`src/rtl/slu_pkg.sv`:
```
// Shared types and constants for the source character lexer.
`default_nettype none
package slu_pkg;

    localparam int POSITION_BITS = 24;
    localparam int QUEUE_DEPTH   = 4;
    localparam int QUEUE_AW      = $clog2(QUEUE_DEPTH);

    localparam logic [3:0] K_INT    = 4'd0;
    localparam logic [3:0] K_UINT8  = 4'd1;
    localparam logic [3:0] K_IDENT  = 4'd2;
    localparam logic [3:0] K_NUM    = 4'd3;
    localparam logic [3:0] K_SEMI   = 4'd4;
    localparam logic [3:0] K_QEQ    = 4'd5;
    localparam logic [3:0] K_ASSIGN = 4'd6;
    localparam logic [3:0] K_SPREAD = 4'd7;
    localparam logic [3:0] K_LBR    = 4'd8;
    localparam logic [3:0] K_RBR    = 4'd9;
    localparam logic [3:0] K_PLUSEQ = 4'd10;
    localparam logic [3:0] K_PLUS   = 4'd11;
    localparam logic [3:0] K_DIV    = 4'd12;
    localparam logic [3:0] K_ERR    = 4'd13;
    localparam logic [3:0] K_EOF    = 4'd14;

    typedef struct packed {
        logic [7:0] source_byte;
        logic       end_of_input;
    } src_item_t;

    typedef struct packed {
        logic [3:0]               token_kind;
        logic [POSITION_BITS-1:0] token_line;
        logic [POSITION_BITS-1:0] start_pos;
        logic [7:0]               token_length;
        logic                     last_of_run;
    } tok_item_t;

    typedef struct packed {
        logic [3:0]               kind;
        logic [POSITION_BITS-1:0] line;
        logic [POSITION_BITS-1:0] start;
        logic [7:0]               length;
    } tok_t;

    typedef struct packed {
        tok_t first;
        tok_t second;
        logic two;
    } entry_t;

endpackage
`default_nettype wire

```
`src/rtl/slu_front.sv`:
```
// Byte scanner: classifies each request and builds up to two tokens.
`default_nettype none
module slu_front
    import slu_pkg::*;
(
    input  wire logic      clk,
    input  wire logic      rst_n,
    input  wire logic      src_valid,
    output logic           src_stall,
    input  wire src_item_t src_item,
    input  wire logic      q_full,
    output logic           push,
    output entry_t         push_entry
);

    typedef enum logic [9:0] {
        M_IDLE  = 10'b00_0000_0001,
        M_IDENT = 10'b00_0000_0010,
        M_NUM   = 10'b00_0000_0100,
        M_QUEST = 10'b00_0000_1000,
        M_DOT   = 10'b00_0001_0000,
        M_PLUS  = 10'b00_0010_0000,
        M_SLASH = 10'b00_0100_0000,
        M_LINEC = 10'b00_1000_0000,
        M_BLOCK = 10'b01_0000_0000,
        M_STAR  = 10'b10_0000_0000
    } mode_t;

    localparam logic [39:0] WORD_INT   = 40'h00_0074_6E69;
    localparam logic [39:0] WORD_UINT8 = 40'h38_746E_6975;

    mode_t                    mode_reg, mode_next;
    logic [POSITION_BITS-1:0] line_reg, line_next;
    logic [POSITION_BITS-1:0] pos_reg, pos_next;
    logic [POSITION_BITS-1:0] pstart_reg, pstart_next;
    logic [POSITION_BITS-1:0] pline_reg, pline_next;
    logic [7:0]               plen_reg, plen_next;
    logic [39:0]              prefix_reg, prefix_next;

    logic       accept;
    logic [7:0] c;
    logic       rescan;
    logic       main_emit, idle_emit;
    tok_t       main_tok, idle_tok, word_tok;
    logic [3:0] word_kind;

    function automatic logic is_alpha(input logic [7:0] b);
        is_alpha = (b >= "a" && b <= "z") || (b >= "A" && b <= "Z");
    endfunction

    function automatic logic is_digit(input logic [7:0] b);
        is_digit = b >= "0" && b <= "9";
    endfunction

    function automatic logic is_space(input logic [7:0] b);
        is_space = b == " " || (b >= 8'd9 && b <= 8'd13);
    endfunction

    assign src_stall = q_full;
    assign accept    = src_valid && !q_full;
    assign c         = src_item.source_byte;

    always_comb
    begin
        if (mode_reg == M_NUM)
            word_kind = K_NUM;
        else if (plen_reg == 8'd3 && prefix_reg == WORD_INT)
            word_kind = K_INT;
        else if (plen_reg == 8'd5 && prefix_reg == WORD_UINT8)
            word_kind = K_UINT8;
        else
            word_kind = K_IDENT;
        word_tok = '{kind: word_kind, line: pline_reg, start: pstart_reg, length: plen_reg};
    end

    always_comb
    begin
        mode_next   = mode_reg;
        line_next   = line_reg;
        pos_next    = pos_reg + 1'b1;
        pstart_next = pstart_reg;
        pline_next  = pline_reg;
        plen_next   = plen_reg;
        prefix_next = prefix_reg;
        rescan      = 1'b0;
        main_emit   = 1'b0;
        main_tok    = '{kind: K_PLUS, line: pline_reg, start: pstart_reg, length: 8'd1};
        idle_emit   = 1'b0;
        idle_tok    = '{kind: K_ERR, line: line_reg, start: pos_reg, length: 8'd1};

        if (src_item.end_of_input)
        begin
            unique case (mode_reg)
                M_IDENT, M_NUM:
                begin
                    main_emit = 1'b1;
                    main_tok  = word_tok;
                end
                M_PLUS:  main_emit = 1'b1;
                M_SLASH:
                begin
                    main_emit     = 1'b1;
                    main_tok.kind = K_DIV;
                end
                default: ;
            endcase
            idle_emit   = 1'b1;
            idle_tok    = '{kind: K_EOF, line: line_reg, start: pos_reg, length: 8'd0};
            mode_next   = M_IDLE;
            line_next   = POSITION_BITS'(1);
            pos_next    = '0;
            pstart_next = '0;
            pline_next  = POSITION_BITS'(1);
            plen_next   = '0;
            prefix_next = '0;
        end
        else
        begin
            unique case (mode_reg)
                M_IDENT:
                begin
                    if (is_alpha(c) || is_digit(c) || c == "_")
                    begin
                        if (plen_reg < 8'd5)
                            prefix_next = prefix_reg | (40'(c) << {plen_reg[2:0], 3'b000});
                        if (plen_reg != 8'hFF)
                            plen_next = plen_reg + 1'b1;
                    end
                    else
                    begin
                        main_emit = 1'b1;
                        main_tok  = word_tok;
                        rescan    = 1'b1;
                    end
                end
                M_NUM:
                begin
                    if (is_digit(c))
                    begin
                        if (plen_reg != 8'hFF)
                            plen_next = plen_reg + 1'b1;
                    end
                    else
                    begin
                        main_emit = 1'b1;
                        main_tok  = word_tok;
                        rescan    = 1'b1;
                    end
                end
                M_QUEST, M_DOT, M_PLUS:
                begin
                    if (c == ((mode_reg == M_DOT) ? 8'h2E : 8'h3D))
                    begin
                        main_emit       = 1'b1;
                        main_tok.length = 8'd2;
                        main_tok.kind   = (mode_reg == M_QUEST) ? K_QEQ :
                                          (mode_reg == M_DOT)   ? K_SPREAD : K_PLUSEQ;
                        mode_next       = M_IDLE;
                    end
                    else
                    begin
                        main_emit = (mode_reg == M_PLUS);
                        rescan    = 1'b1;
                    end
                end
                M_SLASH:
                begin
                    if (c == "/")
                        mode_next = M_LINEC;
                    else if (c == "*")
                        mode_next = M_BLOCK;
                    else
                    begin
                        main_emit     = 1'b1;
                        main_tok.kind = K_DIV;
                        rescan        = 1'b1;
                    end
                end
                M_LINEC:
                begin
                    if (c == 8'h0A)
                        rescan = 1'b1;
                end
                M_BLOCK, M_STAR:
                begin
                    if (mode_reg == M_STAR && c == "/")
                        mode_next = M_IDLE;
                    else if (c == "*")
                        mode_next = M_STAR;
                    else
                    begin
                        if (c == 8'h0A)
                            line_next = line_reg + 1'b1;
                        mode_next = M_BLOCK;
                    end
                end
                default: rescan = 1'b1;
            endcase

            if (rescan)
            begin
                mode_next = M_IDLE;
                if (is_space(c))
                begin
                    if (c == 8'h0A)
                        line_next = line_reg + 1'b1;
                end
                else if (is_alpha(c) || is_digit(c) || c == "?" || c == "." ||
                         c == "+" || c == "/")
                begin
                    pstart_next = pos_reg;
                    pline_next  = line_reg;
                    plen_next   = 8'd1;
                    if (is_alpha(c))
                    begin
                        mode_next   = M_IDENT;
                        prefix_next = 40'(c);
                    end
                    else if (is_digit(c))
                    begin
                        mode_next   = M_NUM;
                        prefix_next = '0;
                    end
                    else if (c == "?")
                        mode_next = M_QUEST;
                    else if (c == ".")
                        mode_next = M_DOT;
                    else if (c == "+")
                        mode_next = M_PLUS;
                    else
                        mode_next = M_SLASH;
                end
                else if (c == "_")
                begin
                    mode_next   = M_IDENT;
                    prefix_next = 40'(c);
                    pstart_next = pos_reg;
                    pline_next  = line_reg;
                    plen_next   = 8'd1;
                end
                else
                begin
                    idle_emit = 1'b1;
                    case (c)
                        ";":     idle_tok.kind = K_SEMI;
                        "=":     idle_tok.kind = K_ASSIGN;
                        "[":     idle_tok.kind = K_LBR;
                        "]":     idle_tok.kind = K_RBR;
                        default: idle_tok.kind = K_ERR;
                    endcase
                end
            end
        end
    end

    always_comb
    begin
        push             = accept && (main_emit || idle_emit);
        push_entry.two   = main_emit && idle_emit;
        push_entry.first = main_emit ? main_tok : idle_tok;
        push_entry.second = idle_tok;
    end

    always_ff @(posedge clk or negedge rst_n)
    begin
        if (!rst_n)
        begin
            mode_reg   <= M_IDLE;
            line_reg   <= POSITION_BITS'(1);
            pos_reg    <= '0;
            pstart_reg <= '0;
            pline_reg  <= POSITION_BITS'(1);
            plen_reg   <= '0;
            prefix_reg <= '0;
        end
        else if (accept)
        begin
            mode_reg   <= mode_next;
            line_reg   <= line_next;
            pos_reg    <= pos_next;
            pstart_reg <= pstart_next;
            pline_reg  <= pline_next;
            plen_reg   <= plen_next;
            prefix_reg <= prefix_next;
        end
    end

endmodule
`default_nettype wire

```
`src/rtl/slu_queue.sv`:
```
// Short queue of token groups between the scanner and the output stage.
`default_nettype none
module slu_queue
    import slu_pkg::*;
(
    input  wire logic   clk,
    input  wire logic   rst_n,
    input  wire logic   push,
    input  wire entry_t push_entry,
    output logic        full,
    input  wire logic   pop,
    output logic        head_valid,
    output entry_t      head_entry
);

    entry_t               slots_reg [QUEUE_DEPTH];
    logic [QUEUE_AW-1:0]  wptr_reg, rptr_reg;
    logic [QUEUE_AW:0]    count_reg;
    logic                 do_pop;

    assign full       = count_reg == (QUEUE_AW+1)'(QUEUE_DEPTH);
    assign head_valid = count_reg != '0;
    assign head_entry = slots_reg[rptr_reg];
    assign do_pop     = pop && head_valid;

    always_ff @(posedge clk)
    begin
        if (push)
            slots_reg[wptr_reg] <= push_entry;
    end

    always_ff @(posedge clk or negedge rst_n)
    begin
        if (!rst_n)
        begin
            wptr_reg  <= '0;
            rptr_reg  <= '0;
            count_reg <= '0;
        end
        else
        begin
            if (push)
                wptr_reg <= wptr_reg + 1'b1;
            if (do_pop)
                rptr_reg <= rptr_reg + 1'b1;
            if (push && !do_pop)
                count_reg <= count_reg + 1'b1;
            else if (do_pop && !push)
                count_reg <= count_reg - 1'b1;
        end
    end

endmodule
`default_nettype wire

```
`src/rtl/slu_back.sv`:
```
// Output stage: splits token groups and holds one token per request.
`default_nettype none
module slu_back
    import slu_pkg::*;
(
    input  wire logic   clk,
    input  wire logic   rst_n,
    input  wire logic   head_valid,
    input  wire entry_t head_entry,
    output logic        pop,
    output logic        tok_valid,
    input  wire logic   tok_stall,
    output tok_item_t   tok_item
);

    logic      out_valid_reg;
    tok_item_t out_reg;
    logic      spare_valid_reg;
    tok_t      spare_reg;
    logic      load;

    function automatic tok_item_t to_item(input tok_t t, input logic last);
        to_item = '{token_kind: t.kind, token_line: t.line, start_pos: t.start,
                    token_length: t.length, last_of_run: last};
    endfunction

    assign load      = !out_valid_reg || !tok_stall;
    assign pop       = load && !spare_valid_reg && head_valid;
    assign tok_valid = out_valid_reg;
    assign tok_item  = out_reg;

    always_ff @(posedge clk)
    begin
        if (load)
        begin
            if (spare_valid_reg)
                out_reg <= to_item(spare_reg, 1'b1);
            else
                out_reg <= to_item(head_entry.first, !head_entry.two);
        end
        if (pop)
            spare_reg <= head_entry.second;
    end

    always_ff @(posedge clk or negedge rst_n)
    begin
        if (!rst_n)
        begin
            out_valid_reg   <= 1'b0;
            spare_valid_reg <= 1'b0;
        end
        else if (load)
        begin
            out_valid_reg   <= spare_valid_reg || head_valid;
            spare_valid_reg <= !spare_valid_reg && head_valid && head_entry.two;
        end
    end

endmodule
`default_nettype wire

```
`src/rtl/source_character_lexer_unit.sv`:
```
// Top level of the source character lexer.
// Takes one source byte per request and returns tokens (kind, line, start
// offset, length) one per request on the output side. A byte is accepted every
// cycle while the four-entry token queue has room; a byte that produces two
// tokens leaves as two separate output tokens. The scanner state is a single
// register set updated once per accepted byte; the first token of an accepted
// byte passes through the token queue and then the registered output stage.
`default_nettype none
module source_character_lexer_unit
    import slu_pkg::*;
(
    input  wire logic      clk,
    input  wire logic      rst_n,
    input  wire logic      src_valid,
    output logic           src_stall,
    input  wire src_item_t src_item,
    output logic           tok_valid,
    input  wire logic      tok_stall,
    output tok_item_t      tok_item
);

    logic   q_full;
    logic   push;
    entry_t push_entry;
    logic   pop;
    logic   head_valid;
    entry_t head_entry;

    slu_front u_front (
        .clk        (clk),
        .rst_n      (rst_n),
        .src_valid  (src_valid),
        .src_stall  (src_stall),
        .src_item   (src_item),
        .q_full     (q_full),
        .push       (push),
        .push_entry (push_entry)
    );

    slu_queue u_queue (
        .clk        (clk),
        .rst_n      (rst_n),
        .push       (push),
        .push_entry (push_entry),
        .full       (q_full),
        .pop        (pop),
        .head_valid (head_valid),
        .head_entry (head_entry)
    );

    slu_back u_back (
        .clk        (clk),
        .rst_n      (rst_n),
        .head_valid (head_valid),
        .head_entry (head_entry),
        .pop        (pop),
        .tok_valid  (tok_valid),
        .tok_stall  (tok_stall),
        .tok_item   (tok_item)
    );

    a_eof_last: assert property (@(posedge clk) disable iff (!rst_n)
        tok_valid && tok_item.token_kind == K_EOF |-> tok_item.last_of_run)
        else $error("eof token not last of run");

    a_len_nonzero: assert property (@(posedge clk) disable iff (!rst_n)
        tok_valid && tok_item.token_kind != K_EOF |-> tok_item.token_length != 8'd0)
        else $error("zero-length token");

    a_pair_follows: assert property (@(posedge clk) disable iff (!rst_n)
        tok_valid && !tok_item.last_of_run |=> tok_valid)
        else $error("second token of a pair missing");

    a_two_tokens: assert property (@(posedge clk) disable iff (!rst_n)
        push && push_entry.two |-> push_entry.second.kind == K_EOF ||
            push_entry.first.kind == K_IDENT || push_entry.first.kind == K_NUM ||
            push_entry.first.kind == K_INT || push_entry.first.kind == K_UINT8 ||
            push_entry.first.kind == K_PLUS || push_entry.first.kind == K_DIV)
        else $error("unexpected token pair");

endmodule
`default_nettype wire

```
`config.mk`:
```
export PLATFORM = sky130hd
export DESIGN_NAME = source_character_lexer_unit
export DESIGN_NICKNAME = d
export VERILOG_FILES = /design/src/rtl/slu_pkg.sv /design/src/rtl/slu_front.sv /design/src/rtl/slu_queue.sv /design/src/rtl/slu_back.sv /design/src/rtl/source_character_lexer_unit.sv
export SDC_FILE = /design/constraint.sdc
export NUM_CORES = 1
export LEC_CHECK = 0
export ABC_AREA = 1
export BUFFER_PORTS_ARGS = -buffer_cell sky130_fd_sc_hd__buf_4
export CORE_ASPECT_RATIO = 0.75
export CORE_UTILIZATION = 40
export DETAILED_ROUTE_END_ITERATION = 8
export MAX_ROUTING_LAYER = met4
export SLEW_MARGIN = 0
export SYNTH_ARGS = -nofsm -noshare
export SYNTH_HDL_FRONTEND = slang
export SYNTH_SLANG_ARGS = --single-unit
```
`constraint.sdc`:
```
create_clock -name clk -period 17.16 [get_ports clk]
set_input_delay 0.858 -clock clk [delete_from_list [all_inputs] [get_ports clk]]
set_output_delay 0.858 -clock clk [all_outputs]
set_load 0.1 [all_outputs]
```
==> results of run 1 <==
[stage by stage]
stage	util [%]	hold WS, ps
6_report	45.90	112.1
5_1_grt	45.90	112.7
2_1_floorplan	-	445.9
4_1_cts	45.89	87.53
3_3_place_gp	42.58	457.4
3_5_place_dp	42.58	467.1
[worst max-delay path, stage by stage]
cell and delay, ps:
buf_4 130, inv_1 140, nand3_1 130, nand2_1 80
nand2_1 80, nand2_2 180, nand2_2 140, nor3_2 240
nand2_2 220, nor2_1 180, nand2_2 100, nand3_2 130
nand2_4 130, nor2_4 790, buf_4 640, buf_4 740
[per-layer routing]
layer	vias to the layer above	track usage, %
met5	-	-
met4	0	5.294
met3	106	2.965
met2	592	29.79
met1	10240	30.09
li1	9773	-
[worst paths after layout]
check / from / end / slack (ps)
worst max register to register: u_front.mode_reg[3] / u_queue.slots_reg[0][51] / 12370
worst min register to register: u_front.pline_reg[0] / u_front.pline_reg[0] / 480
worst max-delay path: src_item[1] / u_queue.slots_reg[0][51] / 12350
worst min-delay path: rst_n / u_front.prefix_reg[25] / 110
min in group clk: u_front.pline_reg[0] / u_front.pline_reg[0] / 480
max in group asynchronous: rst_n / u_queue.rptr_reg[1] / 14770
[power by group through the flow]
stage          clock (mW)  combinational, mW  sequential [mW]
2_1_floorplan           0              0.852             3.06
3_3_place_gp            0               1.85             2.57
3_5_place_dp            0               1.88             2.58
4_1_cts              1.69               1.88             2.55
5_1_grt              1.77               2.01             2.58
6_report             1.66               1.86             2.54
[cells in the final DEF (no fill, tap or decap), types with 5 or more instances in the layout]
master	synthesis	routed
nand2_1	309	308
nor2_1	498	494
dfrtp_1	160	158
nand2_2	15	15
nor2_2	6	6
a21oi_1	72	72
buf_4	3	100
clkbuf_16	0	76
nor4_1	13	13
nand3b_1	5	5
a31oi_1	58	58
bufinv_16	0	9
edfxtp_1	570	570
clkinv_1	3	8
nor3_1	52	51
nand3_1	97	97
clkinv_2	0	21
clkbuf_1	96	20
inv_1	156	155
o31ai_1	5	5
nor2_4	4	8
ha_1	10	10
o21ai_0	324	324
inv_2	7	5
nand4_1	34	34
xor2_1	25	25
o22ai_1	59	59
o21ai_1	87	87
[logic make-up (layout without fill, tap and decap cells)]
family,after synthesis,after routing,synth area share [%]
AOI/OAI and AO/OA,623,623,10.89
DFF,733,733,69.16
xor gates and xnor gates,27,27,0.7715
buffers and inverters,307,407,4.037
other,0,1,0
and+or+nand+nor,1053,1053,14.66
adders and majority gates,11,11,0.4735
[layout make-up]
type	count	area, sq um
Antenna cell	1	2.502
Multi-Input combinational cell	1714	8272
Timing Repair Buffer	101	762.0
Fill cell	6906	40870
Clock inverter	42	526.8
Inverter	168	645.6
Sequential cell	733	21210
Clock buffer	96	1977
Tap cell	1023	1280
==> summary.md, run 1 <==
| Metric | Value |
|---|---|
| Run status | complete, no violations |
| Placed cell areas | 32170 sq um |
| Clk pin slew, worst setup/hold paths | 60 ps |
| Net Sw Frac | 38.37% |
| Post_cts resized | 0 |
| Max reg flops | 456 |
| Layout Nets | 2816 |
| Io pins | 76 |
| Synth area leaders | edfxtp_1, dfrtp_1, nor2_1, o21ai_0, nand2_1 |
| Crit end category | flop |
| WL met3 | 4.008 mm |
| Leakage power | 12.63 nW |
| CTS Hold Buffers Added | 0 |
| RSZ-0062 raised after global routing | no |
| Final antenna-violating net count | 0 |
| FF-to-FF path depth | 15 |
| Die area | 77750 sq um |
| Met1 WL | 37.32 mm |
| Port Buf Inserts | 75 |
| Register bit total from synthesis | 733 |
| Routed WL | 77.19 mm |
| Fmax | 208.0 MHz |
| Met2 WL | 34.39 mm |
| Count leader, synth | edfxtp_1 |
| GRT Total Usage | 20.50% |
| Cells after Synth | 2754 |
| Sequential Power Share | 42.0% |
| Post-synth top cells | edfxtp_1, nor2_1, o21ai_0 |
| Overflow after GRT | 0 |
| TritonRoute pass-1 iters | 6 |
| Clock Skew | 22.80 ps |
| CTS tree | done |
| Setup Crit Path Kind | in2reg |
| EDFF count, synth | 570 |
| Pwr dens | 174.8 nW/um^2 |
| Initial antenna violation count | 2 |
| Final GP Congestion | 0.8404 |
| Num rows | 87 |
| Clock Latency Late Sink | 630 ps |
| Final Max Slew Viols | 0 |
| CP required | 17400 ps |
| Max clock buf depth | 3 |
| Seq/Total Area, Yosys | 69.16% |
| Type of origin of the critical path | input pin |
| DR iter-0 viols | 2131 |
| Largest net degree at the start of global routing | 130 |
| WP data arrival | 5050 ps |
| Die width | 321.6 microns |
| Synth top area share | 55.84% |
| Max Used Layer | met4 |
| Syn nets | 2778 |
| Clock period minus worst slack | 4808 ps |
| CP max FO | 49 |
| H-tree Lvls | 3 |
| Postcts setup bufs | 0 |
| Yosys warning count | 0 |
| NetSw | 2.325 mW |
| Mapped cell area | 30650 sq um |
| Vias per cell | 5.340 |
| Post-synth ARST share | 22.24% |
| Endpoints failing hold | 0 |
| Starting Density | 40.57% |
| Peak VDD IR | 0.1142 mV |
| Layout cells sized above 1 | 9.671% |
| CTS sink count | 733 |
| Clock root cell | clkbuf_16 |
| Total negative slack | 0 ps |
| Library cells used by synthesis | 54 |
| Syn_area_per_cell | 11.13 sq um |
| Rel. slew slack | 24.12% |
| Detail Placement HPWL | 45.62 mm |
| Vias in the first global route | 19980 |
| Hold Crit Class | in2async |
| Area Growth Syn to Fin | 13.12% |
| Clk network pwr share | 27.4% |
| Max-capacitance violation count | 0 |
| Setup violators final | 0 |
| Yosys top cell by area | edfxtp_1 |
| Synth Flop Type | edfxtp_1 |
| DP Worst Slack | 11730 ps |
| DRC viols | 0 |
| First-pass GRT wire length | 119.7 mm |
| Power Internal | 3.734 mW |
| Die Y | 241.7 microns |
| DP Cell Count | 3739 |
| Post-route design area | 34670 sq um |
| Cts bufs inserted | 74 |
| Post-layout instance count excluding filler cells | 3878 |
| PnR Total Power | 6.059 mW |
| Fin crit share | 28.02% |
| Measured slew at the worst slew-check pin | 1138 ps |
| Final setup margin | 12350 ps |
| Combinational share of power | 30.6% |
| DR vias | 20710 |
| Core area | 75550 sq um |
| WL/cell | 19.90 microns |
Note: power is estimated with default switching activity, not from simulation.
==> run 2, diff against run 1 <==
--- a/config.mk
+++ b/config.mk
@@ -5,7 +5,7 @@
 export SDC_FILE = /design/constraint.sdc
 export NUM_CORES = 1
 export LEC_CHECK = 0
-export ABC_AREA = 1
+export ABC_AREA = 0
 export BUFFER_PORTS_ARGS = -buffer_cell sky130_fd_sc_hd__buf_4
 export CORE_ASPECT_RATIO = 0.75
 export CORE_UTILIZATION = 40
==> constraint.sdc (replaced) <==
create_clock -name clk -period 4.85 [get_ports clk]
set_input_delay 0.2425 -clock clk [delete_from_list [all_inputs] [get_ports clk]]
set_output_delay 0.2425 -clock clk [all_outputs]
set_load 0.1 [all_outputs]
==> run 2 against run 1 <==
Net effect: combinational power grew to 3.3 times the previous value; non-clock buffer count rose by 15; utilization is 0.41 points higher; via count shrank 24%; global-route usage is 2.5 points lower; design area decreased by 1.8%; sequential share of layout area increased by 1.2 points; die area fell by 3.1%; total power increased to 3.5 times the previous value; largest cell class unchanged; largest power group unchanged.
==> summary.md, run 2 <==
| Metric | Value |
|---|---|
| Run status | complete, no violations |
| FF-to-FF path depth | 8 (-7) |
| Cells after Synth | 1710 (-38%) |
| Rel. slew slack | 28.79% (+4.7 points) |
| Syn_area_per_cell | 17.37 sq um (+56%) |
| Post_cts resized | 0 (unchanged) |
| DP Worst Slack | 780.3 ps (-10950 ps) |
| EDFF count, synth | 570 (unchanged) |
| Die Y | 238.0 microns (-1.5%) |
| WP data arrival | 4300 ps (-750 ps) |
| Initial antenna violation count | 0 (-2) |
| CP max FO | 33 (-33%) |
| Peak VDD IR | 0.3250 mV (+180%) |
| Type of origin of the critical path | flop |
| CTS tree | done |
| Layout Nets | 1823 (-35%) |
| Measured slew at the worst slew-check pin | 1058 ps (-79.73 ps) |
| CP required | 5140 ps (-12260 ps) |
| Postcts setup bufs | 0 (unchanged) |
| Total negative slack | 0 ps (unchanged) |
| Io pins | 76 (unchanged) |
| Final Max Slew Viols | 0 (unchanged) |
| GRT Total Usage | 18.00% (-2.5 points) |
| Worst stage delay on the critical path | 620 ps (-170 ps) |
| Largest net degree at the start of global routing | 74 (-43%) |
| Setup Crit Path Kind | reg2reg |
| Worst Path Buf+Inv | 1 (-3) |
| Area Growth Syn to Fin | 14.58% |
| Starting Density | 40.42% (-0.16 points) |
| Crit end category | flop |
| Post-synth ARST share | 22.24% (unchanged) |
| Post-synth top cells | edfxtp_1, dfrtp_1, mux4_2 |
| Count leader, synth | edfxtp_1 |
| Yosys top cell by area | edfxtp_1 |
| Final antenna-violating net count | 0 (unchanged) |
| Cts bufs inserted | 72 (-2.7%) |
| Syn nets | 1734 (-38%) |
| Crit-path slowest cell | or4_4 |
| Number of fill cells | 6159 (-11%) |
| Library cells used by synthesis | 84 (+56%) |
| TritonRoute pass-1 iters | 5 (-1) |
| Die width | 316.7 microns (-1.5%) |
| Clock root cell | clkbuf_16 |
| Hold Crit Class | in2reg |
| Clock period minus worst slack | 4018 ps |
| Crit-path most repeated cell | nor3_2 |
| First-pass GRT wire length | 99.19 mm (-17%) |
| Endpoints failing hold | 0 (unchanged) |
| DR vias | 15820 (-24%) |
| Worst path top cell family by delay | simple AND/OR/NAND/NOR gates |
| Routed WL | 64.94 mm (-16%) |
| Port Buf Inserts | 75 (unchanged) |
| Crit Reg-Reg Endpoint | u_queue.slots_reg[0][71] |
| Clk pin slew, worst setup/hold paths | 60 ps (about the same) |
| Most frequent cells in the layout | edfxtp_1, dfrtp_1, mux4_2 |
| Critical-path cell list | or4_4, nor3_2, mux2i_1, o211a_2, nor3_2, o22ai_2, and2_4, buf_4 |
| Final GP Congestion | 0.8856 (+5.4%) |
| Detail Placement HPWL | 37.94 mm (-17%) |
| Setup violators final | 0 (unchanged) |
| CTS sink count | 733 (unchanged) |
| Vias per cell | 5.597 (+4.8%) |
| Seq/Total Area, Yosys | 71.37% (+2.2 points) |
| Num rows | 86 (-1.1%) |
| Fin crit share | 82.85% |
| Clock Skew | 23.51 ps (+0.7092 ps) |
| Hold path depth | 2 |
| Clock Latency Late Sink | 620 ps (about the same) |
| Max-capacitance violation count | 0 (unchanged) |
| Pwr dens | 614.8 nW/um^2 (+250%) |
| Core area | 73490 sq um (-2.7%) |
| Mapped cell area | 29700 sq um (-3.1%) |
| Synth Flop Type | edfxtp_1 |
| RR Startpoint | u_front.mode_reg[6] |
| Vias in the first global route | 16120 (-19%) |
| Final setup margin | 831.7 ps (-11520 ps) |
| Die area | 75360 sq um (-3.1%) |
| Register bit total from synthesis | 733 (unchanged) |
| WL/cell | 22.97 microns (+15%) |
| CTS Hold Buffers Added | 9 (+9) |
| Max reg flops | 456 (unchanged) |
| DRC viols | 0 (unchanged) |
| Crit path launch | u_front.mode_reg[6] |
| Worst hold path startpoint | src_item[0] |
| Ant. Diodes | 0 (-1) |
| H-tree Lvls | 3 (unchanged) |
| Most common cell after layout, fill and taps aside | edfxtp_1 |
| Fmax | 248.9 MHz |
| Flop2flop setup slack | 830 ps (-11540 ps) |
| DR iter-0 viols | 1536 (-28%) |
| Max clock buf depth | 3 (unchanged) |
| RSZ-0062 raised after global routing | no |
| WHS Endpoint | u_front.line_reg[14] |
| DP Cell Count | 2684 (-28%) |
| Yosys warning count | 0 (unchanged) |
| Layout cells sized above 1 | 25.66% (+16 points) |
| Post-layout instance count excluding filler cells | 2827 (-27%) |
| Synth area leaders | edfxtp_1, dfrtp_1, mux4_2, mux2_2, a22o_1 |
| Overflow after GRT | 0 (unchanged) |
| Synth top area share | 57.63% (+1.8 points) |
| Leakage power | 12.07 nW (-4.4%) |
-- run 2: cell count changes after synthesis, sizes merged, moves of 54 or more --
cell / change
nor2: -449
o21ai: -364
nand2: -261
inv: -146
mux4: +114
mux2: +103
nand3: -80
a22o: +76
o22ai: -54
-- run 2: metrics by stage --
stage	utilization [%]	hold WS (ps)	total power [mW]	instance area [sq um]
2_1_floorplan	-	-53.09	13.60	29720
3_3_place_gp	42.86	361.8	15.37	31500
3_5_place_dp	42.86	364.7	15.44	31500
4_1_cts	46.31	56.53	21.20	34030
5_1_grt	46.31	73.60	21.80	34030
6_report	46.31	107.1	20.92	34030
-- run 2: how the worst max path moves through the flow --
stage,depth (start not counted),slack (ps),endpoint
2_1_floorplan,7,300,u_queue.count_reg[1]
3_3_place_gp,8,900,u_queue.slots_reg[0][70]
3_5_place_dp,8,780,u_queue.slots_reg[0][8]
4_1_cts,8,780,u_queue.slots_reg[0][9]
5_1_grt,8,600,u_queue.slots_reg[0][71]
6_report,8,830,u_queue.slots_reg[0][71]
-- run 2: kinds of logic (layout without fill, tap and decap cells) --
family | after synthesis | in the layout | synth area share, %
and+or+nand+nor | 330 | 330 | 6.167
DFF | 733 | 733 | 71.37
xor gates and xnor gates | 37 | 37 | 1.091
adders and majority gates | 11 | 11 | 0.4887
AOI/OAI and AO/OA | 256 | 256 | 6.344
muxes | 223 | 223 | 12.76
buffers and inverters | 120 | 269 | 1.773
-- run 2: report_power, final --
| group | total, mW | switching (mW) | leakage [nW] | internal [mW] |
|---|---|---|---|---|
| logic | 6.10 | 4.08 | 3.21 | 2.02 |
| registers | 9.10 | 0.618 | 7.66 | 8.48 |
| clock network | 5.73 | 2.37 | 1.20 | 3.36 |
-- run 2: cell type report --
class	count	area (sq um)	share of cell area, %
clock buffer	99	2046	6.011
clock inverter	35	396.6	1.165
inverter	19	71.32	0.2096
multi-input combinational	857	8025	23.58
sequential	733	21210	62.32
tap	968	1211	3.559
timing repair buffer	116	1072	3.151
-- run 2: metal layers --
| layer | up-vias | GRT usage [%] | part of all wire, % |
|---|---|---|---|
| met2 | 421 | 26.22 | 46 |
| met5 | - | - | 0 |
| li1 | 7010 | - | - |
| met3 | 87 | 3.224 | 5.5 |
| met1 | 8305 | 26.31 | 47 |
| met4 | 0 | 4.094 | 1.6 |
==> run 3, diff against run 2 <==
--- a/config.mk
+++ b/config.mk
@@ -5,7 +5,7 @@
 export SDC_FILE = /design/constraint.sdc
 export NUM_CORES = 1
 export LEC_CHECK = 0
-export ABC_AREA = 0
+export ABC_AREA = 1
 export BUFFER_PORTS_ARGS = -buffer_cell sky130_fd_sc_hd__buf_4
 export CORE_ASPECT_RATIO = 0.75
 export CORE_UTILIZATION = 40
==> constraint.sdc (replaced) <==
create_clock -name clk -period 3.9 [get_ports clk]
set_input_delay 0.195 -clock clk [delete_from_list [all_inputs] [get_ports clk]]
set_output_delay 0.195 -clock clk [all_outputs]
set_load 0.1 [all_outputs]
==> run 3 against run 2 <==
Net effect: final cell count rose by 38%; worst setup slack got worse by 120 ps; first-iteration DRC count is 35% higher; total power up 28%; utilization up 0.14 points; clock power rose by 24%; clock skew up 26 ps; register-to-register slack worse by 80 ps; non-clock buffer count rose by 12; via count is 32% higher; sequential cell count unchanged; die area rose by 3.2%; critical path type is now in2reg; highest routed layer unchanged.
==> summary.md, run 3 (synthesized netlist as in run 1, its figures left out) <==
| Metric | Value |
|---|---|
| Run status | complete, no violations |
| Vias in the first global route | 20190 (+25%) |
| Combinational share of power | 32.1% (+3.0 points) |
| Num rows | 87 (+1.2%) |
| Cts bufs inserted | 74 (+2.8%) |
| Largest net degree at the start of global routing | 131 (+77%) |
| Final Max Slew Viols | 0 (unchanged) |
| Sequential Power Share | 41.3% (-2.2 points) |
| Worst path top cell family by delay | simple AND/OR/NAND/NOR gates |
| Total negative slack | 0 ps (unchanged) |
| Die Y | 241.7 microns (+1.6%) |
| Die width | 321.6 microns (+1.6%) |
| GRT Total Usage | 20.61% (+2.6 points) |
| Critical-path cell list | dlygate4sd3_1, buf_4, inv_1, nand3_1, nand2_1, nand2_1, nand2_2, nand2_2, nor3_2, nand2_2, nor2_1, nand2_2, nand3_2, nand2_4, inv_1, ha_1, inv_1, fa_1, a21oi_1, o21ai_0, xnor2_1 |
| TritonRoute pass-1 iters | 7 (+2) |
| Measured slew at the worst slew-check pin | 1124 ps (+65.55 ps) |
| Clock period minus worst slack | 3190 ps |
| Initial antenna violation count | 0 (unchanged) |
| Clk pin slew, worst setup/hold paths | 60 ps (about the same) |
| CTS tree | done |
| Placed cell areas | 32610 sq um (+3.5%) |
| Final setup margin | 709.8 ps (-121.9 ps) |
| CTS sink count | 733 (unchanged) |
| Most frequent cells in the layout | edfxtp_1, nor2_1, o21ai_0 |
| Ant. Diodes | 0 (unchanged) |
| Post_cts resized | 0 (unchanged) |
| Clock Latency Late Sink | 640 ps (+20 ps) |
| DR iter-0 viols | 2068 (+35%) |
| Layout Nets | 2843 (+56%) |
| DP Worst Slack | 647.4 ps (-132.9 ps) |
| Postcts setup bufs | 0 (unchanged) |
| H-tree Lvls | 3 (unchanged) |
| WL/cell | 19.74 microns (-14%) |
| Peak VDD IR | 0.5408 mV (+66%) |
| CP max FO | 10 (-70%) |
| Clk network pwr share | 26.6% (-0.8 points) |
| Crit-path slowest cell | dlygate4sd3_1 |
| Detail Placement HPWL | 46.42 mm (+22%) |
| Routed WL | 77.05 mm (+19%) |
| Setup violators final | 0 (unchanged) |
| CTS Hold Buffers Added | 3 (-6) |
| Post-route design area | 35090 sq um (+3.1%) |
| Worst Path Buf+Inv | 5 (+4) |
| Area Growth Syn to Fin | 14.49% (about the same) |
| Hold Crit Class | in2reg |
| Number of fill cells | 6876 (+12%) |
| Net Sw Frac | 38.23% (+4.5 points) |
| Setup Crit Path Kind | in2reg |
| Max reg flops | 456 (unchanged) |
| Layout cells sized above 1 | 10.38% (-15 points) |
| Vias per cell | 5.340 (-4.6%) |
| Reg area | 21210 sq um (about the same) |
| Port Buf Inserts | 75 (unchanged) |
| Crit end category | flop |
| Post-layout instance count excluding filler cells | 3903 (+38%) |
| Flop2flop setup slack | 750 ps (-80 ps) |
| PnR Total Power | 26.73 mW (+28%) |
| Endpoints failing hold | 0 (unchanged) |
| Overflow after GRT | 0 (unchanged) |
| Clock root cell | clkbuf_16 |
| Rel. slew slack | 25.07% (-3.7 points) |
| First-pass GRT wire length | 120.7 mm (+22%) |
| Io pins | 76 (unchanged) |
| DP Cell Count | 3763 (+40%) |
| Final antenna-violating net count | 0 (unchanged) |
| NetSw | 10.22 mW (+45%) |
| Fin crit share | 81.80% |
| Fmax | 313.5 MHz |
| Starting Density | 40.57% (+0.16 points) |
| DR vias | 20840 (+32%) |
| Max clock buf depth | 3 (unchanged) |
| Max-capacitance violation count | 0 (unchanged) |
| Clock Skew | 49.98 ps (+26.47 ps) |
| Type of origin of the critical path | input pin |
| DRC viols | 0 (unchanged) |
| Final GP Congestion | 0.8652 (-2.3%) |
| Worst stage delay on the critical path | 530 ps (-90 ps) |
| WP data arrival | 3700 ps (-600 ps) |
| Leakage power | 12.80 nW (+6.0%) |
| CP required | 4410 ps (-730 ps) |
| Area used by multi-input combinational logic | 8294 sq um (+3.4%) |
| Die area | 77750 sq um (+3.2%) |
| Crit-path most repeated cell | nand2_2 |
| Core area | 75550 sq um (+2.8%) |
| Pwr dens | 761.6 nW/um^2 (+24%) |
| Most common cell after layout, fill and taps aside | edfxtp_1 |
| RSZ-0062 raised after global routing | no |
| Power Internal | 16.51 mW (+19%) |
run 3: cell types whose count changed in the layout (fill, tap and decap cells not counted), moves of 24 or more:
cell / delta
a21oi_1: +31
a22o_1: -76
a31oi_1: +42
inv_1: +136
mux2_2: -101
mux4_2: -114
nand2_1: +241
nand3_1: +74
nor2_1: +436
nor2b_1: -24
nor3_1: +26
o21ai_0: +280
o21ai_1: +86
o22ai_1: +55
run 3: path summary, 6_finish.rpt:
kind | startpoint | endpoint | cells past startpoint
max | src_item[1] | u_queue.count_reg[2] | 21
min | tok_stall | u_back.tok_valid | 3
max reg2reg | u_front.mode_reg[9] | u_queue.slots_reg[0][61] | 13
min reg2reg | u_front.pline_reg[18] | u_front.pline_reg[18] | 2
max in group asynchronous | rst_n | u_queue.rptr_reg[1] | 3
min in group asynchronous | rst_n | u_front.prefix_reg[21] | 2
run 3: metal layers:
metal	up-vias	GRT usage, %	part of all wire, %
met5	-	-	0
met4	0	5.028	2.0
met3	97	3.777	6.6
met2	622	29.86	44
met1	10290	29.91	47
li1	9837	-	-
run 3: worst register-to-register path, stage by stage, from the launching register on:
cell	delay, ps
dfrtp_1	440
nor2_4	240
nand2_2	110
nor2_2	100
nand2_1	110
nand2_1	200
inv_1	150
nand2_1	160
nor2_1	80
nand2_1	130
nand2_4	110
inv_4	380
nand2_2	200
nor3_1	500
run 3: final cells by class:
class	count	share of cell area, %
inverter	168	1.840
tap	1023	3.648
sequential	733	60.43
multi-input combinational	1714	23.64
timing repair buffer	128	3.448
clock inverter	27	0.9877
clock buffer	110	6.008
run 3: power by group through the flow:
stage	combinational [mW]	sequential, mW	clock, mW
floorplan	3.78	13.3	0
global placement	8.58	11.2	0
detailed placement	8.65	11.2	0
CTS	8.67	11.0	7.27
global route	9.27	11.2	7.59
finish	8.57	11.0	7.12
run 3: per-stage QoR:
step | utilization (%) | hold slack, ps
detailed placement | 43.16 | 212.1
finish | 46.45 | 37.35
floorplan | - | -100.6
global route | 46.45 | 48.05
CTS | 46.45 | 17.95
global placement | 43.16 | 195.4
